## src/design/ifdl_pkg.sv

```systemverilog
// Shared constants, register indexes and saturation helper for the delay line.
`default_nettype none

package ifdl_pkg;

	// Default ring depth in samples.
	localparam int IFDL_MAX_DELAY = 65536;

	// Fixed field widths.
	localparam int SMP_W  = 24;
	localparam int FRAC_W = 16;
	localparam int GAIN_W = 16;
	localparam int LEN_W  = 17;

	// Configuration port.
	localparam int CFG_IDX_W  = 2;
	localparam int CFG_DATA_W = LEN_W;

	localparam logic [CFG_IDX_W-1:0] REG_DELAY_LENGTH    = 2'd0;
	localparam logic [CFG_IDX_W-1:0] REG_INTERP_FRACTION = 2'd1;
	localparam logic [CFG_IDX_W-1:0] REG_FEEDBACK_GAIN   = 2'd2;

	// Register reset values.
	localparam int LEN_RESET = 100;

	localparam logic signed [SMP_W-1:0] SMP_MAX = 24'sh7FFFFF;
	localparam logic signed [SMP_W-1:0] SMP_MIN = 24'sh800000;

	// Clamp a sum of two samples to the Q1.23 range.
	function automatic logic signed [SMP_W-1:0] sat_smp(input logic signed [SMP_W+1:0] v);
		logic signed [SMP_W-1:0] r;
		if (v > (SMP_W+2)'(SMP_MAX)) begin
			r = SMP_MAX;
		end else if (v < (SMP_W+2)'(SMP_MIN)) begin
			r = SMP_MIN;
		end else begin
			r = v[SMP_W-1:0];
		end
		return r;
	endfunction

endpackage

`default_nettype wire

```

## src/design/ifdl_mod.sv

```systemverilog
// Bit-serial restoring remainder unit for wrapping the ring position.
`default_nettype none

module ifdl_mod
	import ifdl_pkg::*;
#(
	parameter int AW = $clog2(IFDL_MAX_DELAY),
	parameter int NW = LEN_W
) (
	input  logic          clk,
	input  logic          arst_n,
	input  logic          start,
	input  logic [AW:0]   dividend,
	input  logic [NW-1:0] divisor,
	output logic          done,
	output logic [AW-1:0] rem
);

	localparam int STEPS = AW + 1;
	localparam int CW    = $clog2(STEPS);

	logic          busy_q;
	logic          done_q;
	logic [CW-1:0] cnt_q;
	logic [AW:0]   dvd_q;
	logic [NW-1:0] rem_q;

	logic [NW:0] trial;
	logic [NW:0] trial_sub;
	logic        fits;

	// Bring down one dividend bit per cycle; the remainder stays below the divisor.
	assign trial     = {rem_q, dvd_q[AW]};
	assign fits      = trial >= {1'b0, divisor};
	assign trial_sub = trial - {1'b0, divisor};

	always_ff @(posedge clk or negedge arst_n) begin
		if (!arst_n) begin
			busy_q <= 1'b0;
			done_q <= 1'b0;
			cnt_q  <= '0;
		end else begin
			done_q <= 1'b0;
			if (start) begin
				busy_q <= 1'b1;
				cnt_q  <= CW'(STEPS - 1);
			end else if (busy_q) begin
				cnt_q <= cnt_q - CW'(1);
				if (cnt_q == '0) begin
					busy_q <= 1'b0;
					done_q <= 1'b1;
				end
			end
		end
	end

	always_ff @(posedge clk) begin
		if (start) begin
			dvd_q <= dividend;
			rem_q <= '0;
		end else if (busy_q) begin
			dvd_q <= {dvd_q[AW-1:0], 1'b0};
			rem_q <= fits ? trial_sub[NW-1:0] : trial[NW-1:0];
		end
	end

	assign done = done_q;
	assign rem  = rem_q[AW-1:0];

endmodule

`default_nettype wire

```

## config.mk

```make
export PLATFORM = sky130hd
export DESIGN_NAME = ifdl_mod
export DESIGN_NICKNAME = d
export VERILOG_FILES = /design/src/design/ifdl_pkg.sv /design/src/design/ifdl_mod.sv
export SDC_FILE = /design/constraint.sdc
export NUM_CORES = 1
export LEC_CHECK = 0
export BUFFER_PORTS_ARGS = -buffer_cell sky130_fd_sc_hd__buf_2
export CORE_MARGIN = 5
export CORE_UTILIZATION = 60
export CTS_BUF_LIST = sky130_fd_sc_hd__clkbuf_16
export CTS_CLUSTER_DIAMETER = 120
export DETAILED_ROUTE_END_ITERATION = 8
export GPL_ROUTABILITY_DRIVEN = 1
export PLACE_DENSITY = 0.9
export REMOVE_ABC_BUFFERS = 1
export SLEW_MARGIN = 20
export SYNTH_ARGS = -nofsm -noshare
export SYNTH_HDL_FRONTEND = slang
export SYNTH_SLANG_ARGS = --single-unit
```

## constraint.sdc

```tcl
create_clock -name clk -period 5.38 [get_ports clk]
set_input_delay 0.269 -clock clk [delete_from_list [all_inputs] [get_ports clk]]
set_output_delay 0.269 -clock clk [all_outputs]
set_load 0.01 [all_outputs]
```

==> flow_summary.ini <==
[sta]
drv_slew = 0
setup-tns-final_ns = 0
fin_crit_sh_pct = 53.5
fin_skew_ns = 0.00356
worst_slack_ns = 2.50
relSlewSlack_pct = 29.0
worst_slew_pin_slew_ns = 1.06
hold_viol_final = 0
max_freq_mhz = 348
rsz0062_at_grt = false
period_needed_ns = 2.88
setup_violations = 0

[place]
place_area_sq_mm = 0.00302
dp.cells = 382
io_buffers = 53
pre_cts_slack_ns = 2.54
place.gp.congestion = 0.945
dpl.hpwl_mm = 4.29

[worst_hold_path]
hold_path_startpoint = dividend[0]
hold_end = dvd_q[0]$_SDFFCE_PN0P_
hp-class = primary input to register
whs_path_depth = 2

[grt]
grt_use_total_pct = 20.8
grt.overflow.total = 0
grt_pass1_wl_mm = 10.3
antenna_found_initial = 0
grt_pass1_vias = 2237
grt_max_degree = 38

[layout]
multi_input_area_sq_mm = 0.00157
nFillCells = 383
register_area_sq_mm = 0.00103
finalInstanceArea_sq_mm = 0.00322
nets = 393
final_cell_count_no_fill = 391
antenna_cells = 0
areaGrowthSynthToFinish_pct = 11.6
drive_above_1_share_pct = 27.0

[die]
dieArea_sq_mm = 0.00630
pin_count = 54
fp.dieW_microns = 79.3
core_sq_mm = 0.00469
rows = 25
initial_core_util_pct = 61.5
die_y_microns = 79.3

[routing]
num_vias = 2358
drtAntennaViolNets = 0
first_pass_iters = 5
wl_mm = 6.23
vias_per_cell = 6.03
wl_per_cell_microns = 15.9
drc = 0
drt-initial-drc-count = 304

[setup_path]
reg2reg_from = dvd_q[16]$_DFFE_PP_
start_kind = register
r2r_end = rem_q[14]$_SDFFE_PP0P_
worst_ep_arrival_time_ns = 2.99
ff2ff_path_depth = 10
crit_type = register to register
worstPathRequired_ns = 5.50
end_kind = register
r2r_slack_ns = 2.50
crit_fanout = 21

[logic_synthesis]
netlist_area_sq_mm = 0.00289
synthCells = 306
synthFlopType = edfxtp_1
yosysWarnings = 0
synth_adder_area_share_pct = 8.93
synth_xor_area_share_pct = 4.25
yosys-top-cells-count = inv_1, nand2_1, nor2_1, buf_4, ha_1
synth_top_area_share_pct = 17.7
ys_seq_area_share_pct = 35.6
synth-seq-cells = 41
synth.top_cells.by_area = edfxtp_1, dfxtp_1, ha_1
synth_top_cell_by_area = edfxtp_1
synth_enable_flop_cells = 17
synth_compound_area_share_pct = 18.5
ys_types = 53
synth_top_family_by_area = compound AO/OA/AOI/OAI gates
syn_area_per_cell_sq_um = 9.43
yosys.area_share.simple_pct = 15.0
synthArstFlopShare_pct = 17.1
synthMuxAreaShare_pct = 7.63

[run_status]
status = completed

[cts]
h-tree-depth = 2
cts_buffers = 5
cts.sinks = 41
cts_tree = done
cts-root-buf = clkbuf_16
worstSkewPairLatency_ns = 0.29
clock_path_buffers = 2
path_clk_slew_ns = 0.06
cts_setup_buffers = 0

[power]
p_switching_w = 0.000383
p_int_w = 0.000824
vdd_ir_drop_max_mv = 0.200
clock_power_share_pct = 32.6
switching_share_pct = 31.7
power_w = 0.00121
power_leakage_nw = 1.48
power_density_mw_per_mm2 = 375
combinationalPowerShare_pct = 30.5
sequentialPowerShare_pct = 36.9

[run]
max-cap-violations = 0
==> sequential cells by signal (all words and copies together), names as in the netlist <==
| signal | count |
|---|---|
| dvd_q | 17 |
| cnt_q | 5 |
| done | 1 |
| busy_q | 1 |
| rem_q | 17 |
==> layout by cell type, fill, tap and decap left out, types with 4 or more instances in the layout <==
master and n:
mux2_2 16, nor3b_1 4, nand2_1 24, dfxtp_1 17, ha_1 19, o21ai_0 7, dfrtp_1 7, a211o_1 4
a21o_1 4, nand2b_1 5, buf_2 53, nor2_1 24, inv_1 24, edfxtp_1 17, xor2_1 8, mux2i_1 4
a21oi_1 15, xnor2_1 6, clkbuf_16 5, nand3_1 14, o31ai_1 4, a311oi_2 5
==> power groups by stage <==
stage                     Combinational [W]  Sequential, W  Clock, W
after floorplan                    0.000263       0.000446         0
after global placement             0.000347       0.000448         0
after detailed placement           0.000358       0.000450         0
after CTS                          0.000367       0.000445  0.000395
after global routing               0.000412       0.000454  0.000409
final                              0.000369       0.000446  0.000393
==> critical path, cell delays in order, from the launching register on <==
cell and delay, ns:
edfxtp_1 0.35, inv_1 0.08, ha_1 0.15, inv_1 0.05, fa_1 0.41, a21oi_2 0.20
o21ai_2 0.10, a311oi_2 0.38, a21o_1 0.64, a311o_1 0.29, a31oi_1 0.05
==> metrics by stage <==
| step | utilization (%) | hold WS [ns] |
|---|---|---|
| 6_report | 68.6 | 0.262 |
| 5_1_grt | 68.6 | 0.273 |
| 4_1_cts | 68.6 | 0.263 |
| 3_5_place_dp | 64.3 | 0.108 |
| 3_3_place_gp | 64.3 | 0.107 |
| 2_1_floorplan | - | -0.0266 |
==> area by class of cell <==
cell class,instances,area share [%]
clock buffers,5,3.89
clock inverters,3,2.14
inverters,24,2.80
multi-input cells,210,48.7
flip-flops and latches,41,31.9
well taps,54,2.10
repair buffers,54,8.55
==> routing by layer <==
metal  track usage, %  wire length (microns)  up-vias  share of wire [%]
met5                0                      0        -                  0
met4             6.53                    100        0                1.6
met3             3.40                    317        8                5.1
met2             35.5                   3090       80                 50
met1             26.9                   2720     1125                 44
li1                 -                      -     1145                  -
==> how the worst max path moves through the flow <==
stage                         from                endpoint  cells after the start
2_1_floorplan  dvd_q[16]$_DFFE_PP_   rem_q[7]$_SDFFE_PP0P_                     10
3_5_place_dp   dvd_q[16]$_DFFE_PP_   rem_q[0]$_SDFFE_PP0P_                     10
5_1_grt        dvd_q[16]$_DFFE_PP_   rem_q[7]$_SDFFE_PP0P_                     10
4_1_cts        dvd_q[16]$_DFFE_PP_  rem_q[14]$_SDFFE_PP0P_                     10
3_3_place_gp   dvd_q[16]$_DFFE_PP_   rem_q[7]$_SDFFE_PP0P_                     10
6_report       dvd_q[16]$_DFFE_PP_  rem_q[14]$_SDFFE_PP0P_                     10
==> timing repair <==
action,in CTS,in global routing
gates resized for setup,0,0
endpoints found under the hold margin,7,0
hold buffers,1,0
==> logic make-up after synthesis <==
| group | after synthesis |
|---|---|
| buf+inv | 55 |
| flops | 41 |
| compound gates | 68 |
| fa+ha+maj | 20 |
| simple gates | 88 |
| xor+xnor | 14 |
| mux | 20 |
Note: power is estimated with default switching activity, not from simulation.
